**src/cwc_pkg.sv**
```systemverilog
// Package: opcodes, constants and shared types of the congestion window controller.
`default_nettype none

package cwc_pkg;

    localparam int WINDOW_PACKETS = 64;
    localparam int CNT_W          = $clog2(WINDOW_PACKETS + 1);

    localparam logic [15:0] SEG_RESET         = 16'd1200;
    localparam logic [31:0] RESTART_THRESHOLD = 32'd65535;
    localparam int          DIV_W             = 32;
    localparam int          DIV_CNT_W         = $clog2(DIV_W);

    typedef enum logic [1:0] {
        OP_ACK     = 2'd0,
        OP_LOSS    = 2'd1,
        OP_SEND    = 2'd2,
        OP_RESTART = 2'd3
    } op_t;

    typedef struct packed {
        logic busy;
        logic done;
    } div_stat_t;

endpackage

`default_nettype wire

```
**src/cwc_div.sv**
```systemverilog
// Radix-2 restoring divider, one quotient bit per cycle.
`default_nettype none

module cwc_div (
    input  wire logic                      clk,
    input  wire logic                      rst_n,
    input  wire logic                      start,
    input  wire logic [cwc_pkg::DIV_W-1:0] dividend,
    input  wire logic [cwc_pkg::DIV_W-1:0] divisor,
    output cwc_pkg::div_stat_t             stat,
    output logic      [cwc_pkg::DIV_W-1:0] quotient
);
    import cwc_pkg::*;

    logic [DIV_W:0]     rem_reg, rem_next;
    logic [DIV_W-1:0]   quo_reg, quo_next;
    logic [DIV_W-1:0]   dsr_reg, dsr_next;
    logic [DIV_CNT_W-1:0] cnt_reg, cnt_next;
    logic               busy_reg, busy_next;
    logic               done_reg, done_next;
    logic [DIV_W:0]     rem_sh;
    logic [DIV_W:0]     diff;

    always_comb
    begin
        rem_sh    = {rem_reg[DIV_W-1:0], quo_reg[DIV_W-1]};
        diff      = rem_sh - {1'b0, dsr_reg};
        rem_next  = rem_reg;
        quo_next  = quo_reg;
        dsr_next  = dsr_reg;
        cnt_next  = cnt_reg;
        busy_next = busy_reg;
        done_next = done_reg;
        if (start)
        begin
            rem_next  = '0;
            quo_next  = dividend;
            dsr_next  = divisor;
            cnt_next  = '0;
            busy_next = 1'b1;
            done_next = 1'b0;
        end
        else if (busy_reg)
        begin
            if (!diff[DIV_W])
            begin
                rem_next = diff;
                quo_next = {quo_reg[DIV_W-2:0], 1'b1};
            end
            else
            begin
                rem_next = rem_sh;
                quo_next = {quo_reg[DIV_W-2:0], 1'b0};
            end
            cnt_next = cnt_reg + DIV_CNT_W'(1);
            if (cnt_reg == DIV_CNT_W'(DIV_W - 1))
            begin
                busy_next = 1'b0;
                done_next = 1'b1;
            end
        end
    end

    always_ff @(posedge clk or negedge rst_n)
    begin
        if (!rst_n)
        begin
            busy_reg <= 1'b0;
            done_reg <= 1'b0;
            cnt_reg  <= '0;
        end
        else
        begin
            busy_reg <= busy_next;
            done_reg <= done_next;
            cnt_reg  <= cnt_next;
        end
    end

    always_ff @(posedge clk)
    begin
        rem_reg <= rem_next;
        quo_reg <= quo_next;
        dsr_reg <= dsr_next;
    end

    assign stat.busy = busy_reg;
    assign stat.done = done_reg;
    assign quotient  = quo_reg;

`ifndef NO_ASSERTIONS
    a_start_busy: assert property (@(posedge clk) disable iff (!rst_n)
        start |=> busy_reg && !done_reg)
        else $error("divider not busy after start");
    a_done_idle: assert property (@(posedge clk) disable iff (!rst_n)
        !(busy_reg && done_reg))
        else $error("divider busy and done together");
    a_done_rise: assert property (@(posedge clk) disable iff (!rst_n)
        $rose(done_reg) |-> $past(busy_reg) && $past(cnt_reg) == DIV_CNT_W'(DIV_W - 1))
        else $error("divider finished early");
`endif

endmodule

`default_nettype wire

```
**src/congestion_window_controller_unit.sv**
```systemverilog
// Top level: congestion window controller with shared multiplier and iterative divider.
// Path from input transfer to result: loss, restart, zero-window ack and slow-start ack
// finish in EXEC, send check in MULT, congestion-avoidance ack in DIV (32-step divider).
// One event at a time; the next input is taken the cycle after a result is registered.
// A finished event waits in its state while the output holds a result not yet accepted.
// Reset (async, active low): segment 1200, window 2400, threshold 65535, no result pending.
`default_nettype none

module congestion_window_controller_unit (
    input  wire logic        clk,
    input  wire logic        rst_n,
    input  wire logic        cfg_wr_en,
    input  wire logic [15:0] cfg_wr_data,   // segment_size
    input  wire logic        s_tvalid,
    output logic             s_tready,
    input  wire logic [7:0]  s_tdata,       // [6:0] unacked_packets
    input  wire logic [1:0]  s_tuser,       // [1:0] opcode
    output logic             m_tvalid,
    input  wire logic        m_tready,
    output logic      [71:0] m_tdata        // [31:0] window_bytes, [63:32] threshold_bytes,
                                            // [64] send_allowed, [65] in_slow_start
);
    import cwc_pkg::*;

    typedef enum logic [3:0] {
        S_IDLE = 4'b0001,
        S_EXEC = 4'b0010,
        S_MULT = 4'b0100,
        S_DIV  = 4'b1000
    } state_t;

    state_t             state_reg, state_next;
    op_t                op_reg, op_next;
    logic [CNT_W-1:0]   cnt_reg, cnt_next;
    logic [15:0]        seg_reg;
    logic [31:0]        window_reg, window_next;
    logic [31:0]        thresh_reg, thresh_next;
    logic [31:0]        mul_reg, mul_next;
    logic               out_valid_reg, out_valid_next;
    logic [31:0]        out_window_reg, out_window_next;
    logic [31:0]        out_thresh_reg, out_thresh_next;
    logic               out_allow_reg, out_allow_next;
    logic               out_slow_reg, out_slow_next;

    logic [15:0]        mul_b;
    logic [31:0]        mul_p;
    logic [31:0]        min_win;
    logic [31:0]        half_win;
    logic [31:0]        sum_b;
    logic [32:0]        sum;
    logic [31:0]        sat_sum;
    logic               can_load;
    logic               finish;
    logic [31:0]        win_new;
    logic [31:0]        thr_new;
    logic               allow_new;
    logic               div_start;
    div_stat_t          div_stat;
    logic [31:0]        quotient;

    cwc_div u_div (
        .clk      (clk),
        .rst_n    (rst_n),
        .start    (div_start),
        .dividend (mul_reg),
        .divisor  (window_reg),
        .stat     (div_stat),
        .quotient (quotient)
    );

    always_comb
    begin
        mul_b    = (op_reg == OP_SEND) ? 16'(cnt_reg) : seg_reg;
        mul_p    = {16'b0, seg_reg} * {16'b0, mul_b};
        min_win  = {15'b0, seg_reg, 1'b0};
        half_win = {1'b0, window_reg[31:1]};
        sum_b    = (state_reg == S_DIV) ? quotient : {16'b0, seg_reg};
        sum      = {1'b0, window_reg} + {1'b0, sum_b};
        sat_sum  = sum[32] ? '1 : sum[31:0];
        can_load = !out_valid_reg || m_tready;

        state_next      = state_reg;
        op_next         = op_reg;
        cnt_next        = cnt_reg;
        mul_next        = mul_reg;
        window_next     = window_reg;
        thresh_next     = thresh_reg;
        out_valid_next  = out_valid_reg && !m_tready;
        out_window_next = out_window_reg;
        out_thresh_next = out_thresh_reg;
        out_allow_next  = out_allow_reg;
        out_slow_next   = out_slow_reg;
        finish          = 1'b0;
        win_new         = window_reg;
        thr_new         = thresh_reg;
        allow_new       = 1'b0;
        div_start       = 1'b0;

        case (state_reg)
            S_IDLE:
            begin
                if (s_tvalid)
                begin
                    op_next = op_t'(s_tuser);
                    if ({25'b0, s_tdata[6:0]} > 32'(WINDOW_PACKETS))
                        cnt_next = CNT_W'(WINDOW_PACKETS);
                    else
                        cnt_next = CNT_W'(s_tdata[6:0]);
                    state_next = S_EXEC;
                end
            end
            S_EXEC:
            begin
                case (op_reg)
                    OP_ACK:
                    begin
                        if (window_reg == '0)
                            finish = 1'b1;
                        else if (window_reg < thresh_reg)
                        begin
                            win_new = sat_sum;
                            finish  = 1'b1;
                        end
                        else
                        begin
                            mul_next   = mul_p;
                            state_next = S_MULT;
                        end
                    end
                    OP_LOSS:
                    begin
                        thr_new = (half_win < min_win) ? min_win : half_win;
                        win_new = min_win;
                        finish  = 1'b1;
                    end
                    OP_SEND:
                    begin
                        mul_next   = mul_p;
                        state_next = S_MULT;
                    end
                    default:
                    begin
                        win_new = min_win;
                        thr_new = RESTART_THRESHOLD;
                        finish  = 1'b1;
                    end
                endcase
            end
            S_MULT:
            begin
                if (op_reg == OP_SEND)
                begin
                    allow_new = mul_reg < window_reg;
                    finish    = 1'b1;
                end
                else
                begin
                    div_start  = 1'b1;
                    state_next = S_DIV;
                end
            end
            S_DIV:
            begin
                if (div_stat.done)
                begin
                    win_new = sat_sum;
                    finish  = 1'b1;
                end
            end
            default:
            begin
                state_next = S_IDLE;
            end
        endcase

        if (finish && can_load)
        begin
            window_next     = win_new;
            thresh_next     = thr_new;
            out_valid_next  = 1'b1;
            out_window_next = win_new;
            out_thresh_next = thr_new;
            out_allow_next  = allow_new;
            out_slow_next   = win_new < thr_new;
            state_next      = S_IDLE;
        end
    end

    always_ff @(posedge clk or negedge rst_n)
    begin
        if (!rst_n)
        begin
            state_reg     <= S_IDLE;
            op_reg        <= OP_ACK;
            seg_reg       <= SEG_RESET;
            window_reg    <= {15'b0, SEG_RESET, 1'b0};
            thresh_reg    <= RESTART_THRESHOLD;
            out_valid_reg <= 1'b0;
        end
        else
        begin
            state_reg     <= state_next;
            op_reg        <= op_next;
            window_reg    <= window_next;
            thresh_reg    <= thresh_next;
            out_valid_reg <= out_valid_next;
            if (cfg_wr_en)
                seg_reg <= cfg_wr_data;
        end
    end

    always_ff @(posedge clk)
    begin
        cnt_reg        <= cnt_next;
        mul_reg        <= mul_next;
        out_window_reg <= out_window_next;
        out_thresh_reg <= out_thresh_next;
        out_allow_reg  <= out_allow_next;
        out_slow_reg   <= out_slow_next;
    end

    assign s_tready = (state_reg == S_IDLE);
    assign m_tvalid = out_valid_reg;
    assign m_tdata  = {6'b0, out_slow_reg, out_allow_reg, out_thresh_reg, out_window_reg};

`ifndef NO_ASSERTIONS
    a_one_at_a_time: assert property (@(posedge clk) disable iff (!rst_n)
        (s_tvalid && s_tready) |=> !s_tready)
        else $error("input taken while an event is in progress");
    a_div_ack_only: assert property (@(posedge clk) disable iff (!rst_n)
        (state_reg == S_DIV) |-> (op_reg == OP_ACK))
        else $error("divider used for an event other than ack");
    a_no_overwrite: assert property (@(posedge clk) disable iff (!rst_n)
        (m_tvalid && !m_tready) |=> $stable(m_tdata))
        else $error("pending result overwritten");
`endif

endmodule

`default_nettype wire

```
**config.mk**
```make
export PLATFORM = sky130hd
export DESIGN_NAME = congestion_window_controller_unit
export DESIGN_NICKNAME = d
export VERILOG_FILES = /design/src/cwc_pkg.sv /design/src/cwc_div.sv /design/src/congestion_window_controller_unit.sv
export SDC_FILE = /design/constraint.sdc
export NUM_CORES = 1
export LEC_CHECK = 0
export BUFFER_PORTS_ARGS = -buffer_cell sky130_fd_sc_hd__buf_2
export CORE_AREA = 2 2 209 211
export CTS_CLUSTER_SIZE = 28
export DETAILED_ROUTE_END_ITERATION = 10
export DIE_AREA = 0 0 211 213
export PLACE_DENSITY = 0.78
export SETUP_SLACK_MARGIN = 0.1
export SLEW_MARGIN = 30
export SYNTH_ARGS = -nofsm -noshare
export SYNTH_HDL_FRONTEND = slang
export SYNTH_SLANG_ARGS = --single-unit
```
**constraint.sdc**
```tcl
create_clock -name clk -period 7.9 [get_ports clk]
set_input_delay 0.395 -clock clk [delete_from_list [all_inputs] [get_ports clk]]
set_output_delay 0.395 -clock clk [all_outputs]
set_load 0.02 [all_outputs]
```
; ---- Yosys cells after proc, flatten, opt, wreduce, memory -nomap -nowiden
; Cells that the tools add are included.
[op_classes]
n_mul = 1
reduce_logical = 16
div_mod_pow = 0
bitwise_logic = 0
n_eq_ne = 15
mux = 42
shifts = 0
addsub = 3
magnitude_cmp = 5
[ops]
columns = operator, n
row1 = two-way mux 32 bit, 11
row2 = one-hot mux 32 bit (2 select lines), 4
row3 = less-than comparator 32 bit, 3
row4 = adder 32 x 32 -> 33 bit, 1
row5 = subtractor 33 x 32 -> 33 bit, 1
row6 = logical NOT 32 bit, 1
row7 = multiplier 16 x 16 -> 32 bit, 1
row8 = less-than comparator 31 x 17 -> 1 bit, 1
row9 = two-way mux 31 bit, 1
row10 = two-way mux 4 bit, 5
row11 = two-way mux 16 bit, 1
row12 = one-hot mux 4 bit (4 select lines), 1
row13 = two-way mux 1 bit, 14
row14 = inequality test 4 bit (second input constant), 3
row15 = two-way mux 5 bit, 2
row16 = one-hot mux 4 bit (2 select lines), 1
row17 = greater-than comparator 7 bit (second input constant), 1
row18 = AND reduction 2 bit, 3
row19 = AND reduction 6 bit, 1
row20 = nonzero test 2 bit, 3
row21 = adder 5 x 1 -> 5 bit (second input constant), 1
row22 = == test 5 bit (second input constant), 1
row23 = == test 4 x 1 -> 1 bit (second input constant), 1
row24 = == test 4 x 2 -> 1 bit (second input constant), 1
row25 = 16 further kinds, 19
[word_totals]
output_inout_bits = 74
ram_bits = 0
n_memories = 0
romBits = 0
inputBits = 31
latchBits = 0
reg_bits = 295
wordCells = 100

; ---- Logic depth before layout (Yosys ltp)
; Gate-level depths: netlist of run 1.
[logic_depth]
depth_word = 9
ltp_mapped = 28
mapped_depth_nobuf = 26

; ---- Cells and area by module
; From an unflattened synthesis of run 1, not the netlist that was laid out.
[hier_totals]
cells_unflattened = 2918
area_unflattened_um2 = 27003.4
[by_module_without_submodules]
columns = module, seq_area_each_um2, cells_each, n_inst, area_each_um2
row1 = congestion_window_controller_unit, 5361.4, 2336, 1, 21149.0
row2 = cwc_div, 2737.6, 582, 1, 5854.4

; ---- Worst setup path after synthesis of run 1
; Ideal clock, no wire load.
[synth_path]
path_kind = register to register
start = register op_reg[1]
end = register mul_reg[30] (data pin)
t_arrival_ns = 7.083
required_time_ns = 7.742
n_path_buf = 3
stages_incl_launch_ff = 29
slack_ns = 0.659
synth_period_minus_slack_ns = 7.241
setup_ns = 0.158
cell_sequence = dfrtp_1 -> nor2b_1 -> clkbuf_1 -> clkbuf_1 -> nand2_1 -> o21ai_0 -> clkbuf_1 -> nand2_1 -> fa_1 -> inv_1 -> fa_1 -> inv_1 -> fa_1 -> inv_1 -> fa_1 -> inv_1 -> fa_1 -> inv_1 -> fa_1 -> ha_1 -> a21o_1 -> a21oi_1 -> o21ai_0 -> a21o_1 -> o21ai_1 -> a21oi_1 -> o41ai_2 -> or4b_2 -> o211ai_1
[synth_via]
elab_chain_cells = 6
word_cells_on_any_way = 7
classes_between = 1 x mul / 1 x eq/ne / 4 x mux / 1 x reduce/logical
[synth_lines]
columns = item, line_no
row1 = from (decl), congestion_window_controller_unit.sv:33  ; op_t op_reg, op_next;
row2 = from (signal assigned), congestion_window_controller_unit.sv:203  ; op_reg <= op_next;
row3 = == test 2 bit *, congestion_window_controller_unit.sv:73  ; mul_b = (op_reg == OP_SEND) ? 16'(cnt_reg) : seg_reg;
row4 = two-way mux 16 bit *, congestion_window_controller_unit.sv:73
row5 = multiplier 16 x 16 -> 32 bit *, congestion_window_controller_unit.sv:74  ; mul_p = {16'b0, seg_reg} * {16'b0, mul_b};
row6 = named net mul_p[30], congestion_window_controller_unit.sv:46  ; logic [31:0] mul_p;
row7 = two-way mux 32 bit, congestion_window_controller_unit.sv:119  ; else if (window_reg < thresh_reg)
row8 = two-way mux 32 bit, congestion_window_controller_unit.sv:117  ; if (window_reg == '0)
row9 = one-hot mux 32 bit (2 select lines) *, congestion_window_controller_unit.sv:114  ; case (op_reg)
row10 = to (signal assigned), congestion_window_controller_unit.sv:215  ; mul_reg <= mul_next;
row11 = to (decl), congestion_window_controller_unit.sv:38  ; logic [31:0] mul_reg, mul_next;
; The timed path passes the listed nets; every way through them passes the cells marked *. The select of a mux whose other input is x is not followed.
; A chain may end at the register's enable or synchronous reset.

; ---- Final worst setup path of run 1
; Ends and elaborated chain as after synthesis.

==> key figures, run 1 <==
Route
  • Met2 wire len: 36.5 mm
  • Vias/cell: just over 6
  • # DRC: 0
  • M1 WL: 30.8 mm
  • Routed wire length: 77.1 mm
  • Via Count: between 20k and 25k
  • WL met3: 5.88 mm
  • 1st-iter DRT viols: 2223
  • Routed length per instance: around 22 um
  • Top sig layer: met4
  • Post-DRT Antenna Nets: 0
  • Initial DRT Pass Iterations: 6

Global route
  • Global route total overflow: 0
  • Initial antenna violation count: 1
  • All-Layer GR Usage: 0.349
  • Largest net degree at the start of global routing: 79
  • Number of global-route vias before repair: 22.1k
  • First-pass GRT wire length: 121 mm

Timing
  • FMAX: between 100 and 150 MHz
  • Max_slew headroom: 0.396
  • Endpoints failing setup: 0
  • Worst Tran Pin Value: 0.894 ns
  • Hold Slack: 0.0565 ns
  • RSZ-0062 raised after global routing: no
  • Final Skew: roughly 0.027 ns
  • Fin. Hold Viols: 0
  • Min Tclk post-route: ~7.5 ns
  • Max Slew Vio Count: 0
  • Setup_tns: 0 ns
  • Period Utilization, post-route: 0.952
  • Worst setup margin: approximately 0.38 ns

Clock network
  • Num CTS Buffers: 35
  • H-tree Lvls: 2
  • Number of gates resized after cts: 0
  • TritonCTS sink count: 295
  • Clk Latency, worst-skew pair: 0.56 ns
  • Clock Path Buffers: 3
  • Hold_buf cts: 1
  • Root Buffer: clkbuf_16
  • CTS tree: yes
  • CTS clk-pin slew, worst paths: roughly 0.060 ns
  • Setup Buffers After CTS: 0

Critical path
  • CP peak stage delay: roughly 0.6 ns
  • CP Max Fanout: 45
  • Most used cell, CP: fa_1
  • CP Class: flop to flop
  • CP Cell Sequence: nor2b_2 -> buf_12 -> o21ai_0 -> buf_4 -> nand2_1 -> fa_1 -> inv_1 -> fa_1 -> inv_1 -> fa_1 -> fa_1 -> inv_1 -> fa_1 -> fa_1 -> ha_1 -> a21o_1 -> a21o_1 -> a21oi_1 -> a21oi_1 -> o21ai_1 -> a21oi_1 -> o41ai_2 -> or4b_2 -> o211ai_1
  • Crit end category: flop
  • Slowest stage cell, crit path: o21ai_0
  • RR Startpoint: op_reg[1]
  • Worst Reg-to-Reg Cells: 24
  • WP data required: ~8.3 ns
  • Reg2reg setup slack: around 0.38 ns
  • CP Launch Type: flop
  • RR Endpoint: mul_reg[30]
  • Crit path DAT: between 7 and 8 ns

Logic synthesis
  • Seq/Total Area, Yosys: 0.300
  • #FFs+latches synth: between 200 and 300
  • Mapped cell area: around 27000 um2
  • Synth cell types: between 100 and 150
  • Ranking of synthesized cells by area: edfxtp_1, fa_1, ha_1, dfrtp_1, inv_1
  • Post-synth EDFFs: roughly 170
  • Largest area contributor in the netlist: edfxtp_1
  • Async SR Flop Fraction: 0.319
  • YS warnings: 0
  • Post-synth top area share: 0.188
  • Synth Instances: about 2.9k
  • Mean Syn Cell Area: 9.31 um2
  • Ys flop type: edfxtp_1

Finish
  • Final Util: 0.692
  • Fillers: between 3k and 4k
  • Synthesis-to-layout area growth: 9.35%
  • Most frequent cells in the layout: inv_1, nand2_1, ha_1
  • Final net count: around 3.5k
  • Share of cells above drive strength 1: 0.107
  • Leading cell type in the layout, fill and taps excluded: inv_1

Worst hold path
  • Worst min path class: input port to flop
  • Hold Path Depth: 3
  • Hold endpoint: seg_reg[3]
  • HP Start: cfg_wr_data[3]

Placement
  • Pre-CTS setup slack: about 0.52 ns
  • Port Buffers: 97
  • Placer Congestion: 0.987
  • Post-DP HPWL: a little under 60 mm

Floorplanning
  • Core area: around 43000 um2
  • Starting density of the core: 0.633
  • Site row count: 76
  • Die Wd: around 210 um
  • I/O Pins: around 110
  • Die Y-Extent: ~210 um
  • Total die area: roughly 45000 um2

Run status
  • Status: finished, final reports clean

Job
  • Max-Cap Viols: 0
## cell families after synthesis
group | synth area share
buffers and inverters | 0.0780
AND/OR/NAND/NOR | 0.139
adder cells (fa/ha/maj) | 0.274
flip-flops | 0.300
multiplexers | 0.0199
XOR/XNOR | 0.0256
AO/OA/AOI/OAI | 0.164
other | 0.000139
## per-layer routing
layer  GRT usage  vias to the layer above
li1            -                    10100
met1       0.459                    10700
met2       0.577                     1021
met3      0.0410                      232
met4       0.174                        0
met5           0                        -
## through the flow
step | area, um2 | cells
after floorplan | 27000 | 2909
after global placement | 28400 | 3511
after detailed placement | 28400 | 3511
after CTS | 29500 | 3576
after global routing | 29500 | 3577
final | 29500 | 3578
## synthesized netlist by cell type (25+ instances only)
cell type,instances
nand2b_1,25
o21ai_0,159
ha_1,278
dfrtp_1,69
a21oi_1,141
dfxtp_1,32
nand4_1,25
nor3_1,47
fa_1,196
nor2b_1,28
o21a_1,37
clkbuf_1,98
nor2_1,146
edfxtp_1,169
xnor2_1,53
a21o_1,83
and2_1,57
mux2i_1,38
dfstp_2,25
inv_1,403
xor2_1,26
nand2_1,395
## critical path, delay by kind of cell, from the launching register on
kind | cells | cell delay [ns]
compound gates | 9 | 2.18
fa+ha+maj | 7 | 3.26
buf+inv | 5 | 0.61
simple gates | 3 | 0.85
flops | 1 | 0.38
## layout make-up
cell class | instances | area, um2 | area share
Timing Repair Buffer | 184 | 1200 | 0.0408
Clock inverter | 13 | 139 | 0.00470
Clock buffer | 51 | 1010 | 0.0341
Tap cell | 546 | 683 | 0.0231
Inverter | 410 | 1540 | 0.0522
Antenna cell | 1 | 2.50 | 0.0000847
Sequential cell | 295 | 8100 | 0.274
Multi-Input combinational cell | 2078 | 16900 | 0.571
## worst max path at each step
stage                     startpoint  slack, ns           to  depth (start not counted)
after floorplan            op_reg[1]       0.66  mul_reg[30]                         28
after global placement     op_reg[1]       0.60  mul_reg[30]                         24
after detailed placement   op_reg[1]       0.52  mul_reg[30]                         24
after CTS                  op_reg[1]       0.47  mul_reg[30]                         24
after global routing       op_reg[1]       0.11  mul_reg[31]                         24
final                      op_reg[1]       0.38  mul_reg[30]                         24
Power of run 1 is not shown: default switching activity piles up to over one toggle a cycle in this logic, so the estimate is an artifact.
==> run 2, diff against run 1 <==
--- a/config.mk
+++ b/config.mk
@@ -7,10 +7,12 @@
 export LEC_CHECK = 0
 export BUFFER_PORTS_ARGS = -buffer_cell sky130_fd_sc_hd__buf_2
 export CORE_AREA = 2 2 209 211
+export CTS_CLUSTER_DIAMETER = 50
 export CTS_CLUSTER_SIZE = 28
 export DETAILED_ROUTE_END_ITERATION = 10
 export DIE_AREA = 0 0 211 213
 export PLACE_DENSITY = 0.78
+export REMOVE_ABC_BUFFERS = 1
 export SETUP_SLACK_MARGIN = 0.1
 export SLEW_MARGIN = 30
 export SYNTH_ARGS = -nofsm -noshare
==> run 2 against run 1 <==
Wire length grew 2.5%. Non-clock buffer count increased by 1. Largest cell class unchanged. Register-to-register slack better by 0.02 ns. Critical path depth unchanged. Utilization grew 0.31 points. Cell count grew 0.17%. Sequential share of layout area is 0.13 points lower. Global-route usage up 0.84 points. Clock skew increased by 0.010 ns. Count of clock-buffer cells in the layout fell by 7. Via count rose by 0.77%.
==> key figures, run 2 (same netlist as run 1, synthesis figures left out) <==
Placement
  • Port Buffers: between 90 and 100
  • Post-DP HPWL: approximately 60 mm
  • Placer Congestion: ~0.95

Worst hold path
  • Worst min path class: input port to flop
  • HP Start: cfg_wr_data[13]
  • Hold Path Depth: 3
  • Hold endpoint: seg_reg[13]

Critical path
  • CP Max Fanout: 14
  • Most used cell, CP: fa_1
  • Crit path max-delay family: adder cells
  • Buf/Inv on CP: 6
  • CP Cell Sequence: nor2b_4 -> buf_4 -> a21o_1 -> buf_4 -> nand2_1 -> fa_1 -> inv_1 -> fa_1 -> fa_1 -> fa_1 -> inv_1 -> fa_1 -> inv_1 -> fa_1 -> ha_1 -> a21o_1 -> a21oi_1 -> a21oi_1 -> o21ai_1 -> buf_4 -> a21oi_1 -> o41ai_2 -> or4b_2 -> o211ai_1
  • CP Class: flop to flop
  • CP Launch Type: flop
  • CP peak stage delay: a little over 0.6 ns
  • RR Startpoint: op_reg[0]
  • Worst Reg-to-Reg Cells: 24
  • Slowest stage cell, crit path: or4b_2
  • Crit end category: flop
  • WP data required: just over 8 ns
  • RR Endpoint: mul_reg[30]
  • Reg2reg setup slack: roughly 0.40 ns
  • Crit path DAT: slightly below 8 ns

Global route
  • Number of global-route vias before repair: between 20k and 25k
  • Global route total overflow: 0
  • First-pass GRT wire length: roughly 120 mm
  • Largest net degree at the start of global routing: just under 80
  • Initial antenna violation count: 0
  • All-Layer GR Usage: 0.358

Timing
  • Worst Tran Pin Value: 0.955 ns
  • Min Tclk post-route: about 7.5 ns
  • FMAX: 133 MHz
  • Fin. Hold Viols: 0
  • Period Utilization, post-route: 0.949
  • Final Skew: around 0.037 ns
  • Endpoints failing setup: 0
  • RSZ-0062 raised after global routing: no
  • Max Slew Vio Count: 0
  • Max_slew headroom: 0.363

Finish
  • Share of cells above drive strength 1: 0.111
  • Leading cell type in the layout, fill and taps excluded: inv_1
  • N_diodes: 0
  • Fillers: between 3k and 4k
  • Final net count: 3513
  • Most frequent cells in the layout: inv_1, nand2_1, ha_1
  • Synthesis-to-layout area growth: 9.83%
  • Final Util: 0.695

Floorplanning
  • Total die area: between 40000 and 50000 um2
  • Starting density of the core: 0.633
  • Die Y-Extent: between 200 and 250 um
  • Die Wd: between 200 and 250 um
  • Site row count: 76
  • Core area: around 43000 um2
  • I/O Pins: roughly 110

Clock network
  • Setup Buffers After CTS: 0
  • TritonCTS sink count: just under 300
  • CTS tree: yes
  • Num CTS Buffers: 38
  • Clock Path Buffers: 3
  • Root Buffer: clkbuf_16
  • H-tree Lvls: 2
  • Clk Latency, worst-skew pair: 0.58 ns
  • CTS clk-pin slew, worst paths: 0.07 ns

Route
  • # DRC: 0
  • Routed wire length: 78.9 mm
  • Routed length per instance: between 20 and 25 um
  • Post-DRT Antenna Nets: 0
  • Initial DRT Pass Iterations: 8
  • Vias/cell: 6.21
  • 1st-iter DRT viols: slightly below 2k
  • Via Count: approximately 22k

Run status
  • Status: finished, final reports clean

Job
  • Max-Cap Viols: 0
## run 2: per-layer routing
| layer | wire length [um] | up-vias | track usage |
|---|---|---|---|
| met5 | 0 | - | 0 |
| met4 | 4500 | 0 | 0.194 |
| met3 | 5720 | 244 | 0.0535 |
| met2 | 37700 | 970 | 0.597 |
| met1 | 31100 | 10900 | 0.450 |
| li1 | - | 10200 | - |
## run 2: cell type report
| class | instances | area (um2) | share of cell area |
|---|---|---|---|
| Multi-Input combinational cell | 2078 | 16900 | 0.568 |
| Sequential cell | 295 | 8100 | 0.273 |
| Inverter | 410 | 1540 | 0.0519 |
| Timing Repair Buffer | 185 | 1160 | 0.0392 |
| Clock buffer | 44 | 1030 | 0.0346 |
| Tap cell | 546 | 683 | 0.0230 |
| Clock inverter | 26 | 294 | 0.00991 |
## run 2: timing repair
action	4_1_cts	5_1_grt
resized for setup	0	1
hold buffers	1	0
endpoints found under the hold margin	32	0
endpoints found under the setup margin	0	3
## run 2: metrics by stage
step           TNS, ns  hold WS [ns]  std cells  setup slack (ns)  cell area (um2)
2_1_floorplan    -2.48        0.0994       2783            -0.590            26500
3_3_place_gp         0         0.442       3513             0.381            28300
3_5_place_dp         0         0.444       3513             0.308            28300
4_1_cts              0        0.0331       3584             0.255            29700
5_1_grt              0        0.0464       3584            0.0839            29700
6_report             0        0.0463       3584             0.405            29700
## run 2: worst register-to-register path, stage by stage, from the launching register on
cell	delay, ns
dfrtp_1	0.41
nor2b_4	0.39
buf_4	0.32
a21o_1	0.26
buf_4	0.19
nand2_1	0.08
fa_1	0.55
inv_1	0.06
fa_1	0.58
fa_1	0.44
fa_1	0.49
inv_1	0.06
fa_1	0.53
inv_1	0.05
fa_1	0.48
ha_1	0.37
a21o_1	0.18
a21oi_1	0.38
a21oi_1	0.17
o21ai_1	0.16
buf_4	0.14
a21oi_1	0.08
o41ai_2	0.24
or4b_2	0.61
o211ai_1	0.11
## run 2: worst max-delay path by stage
stage	startpoint	end	slack (ns)	depth (start not counted)
after floorplan	op_reg[1]	mul_reg[30]	-0.59	22
after global placement	op_reg[0]	mul_reg[30]	0.38	24
after detailed placement	op_reg[0]	mul_reg[30]	0.31	24
after CTS	op_reg[0]	mul_reg[30]	0.25	24
after global routing	op_reg[0]	mul_reg[30]	0.08	25
final	op_reg[0]	mul_reg[30]	0.40	24
Power of run 2 is left out for the same reason.
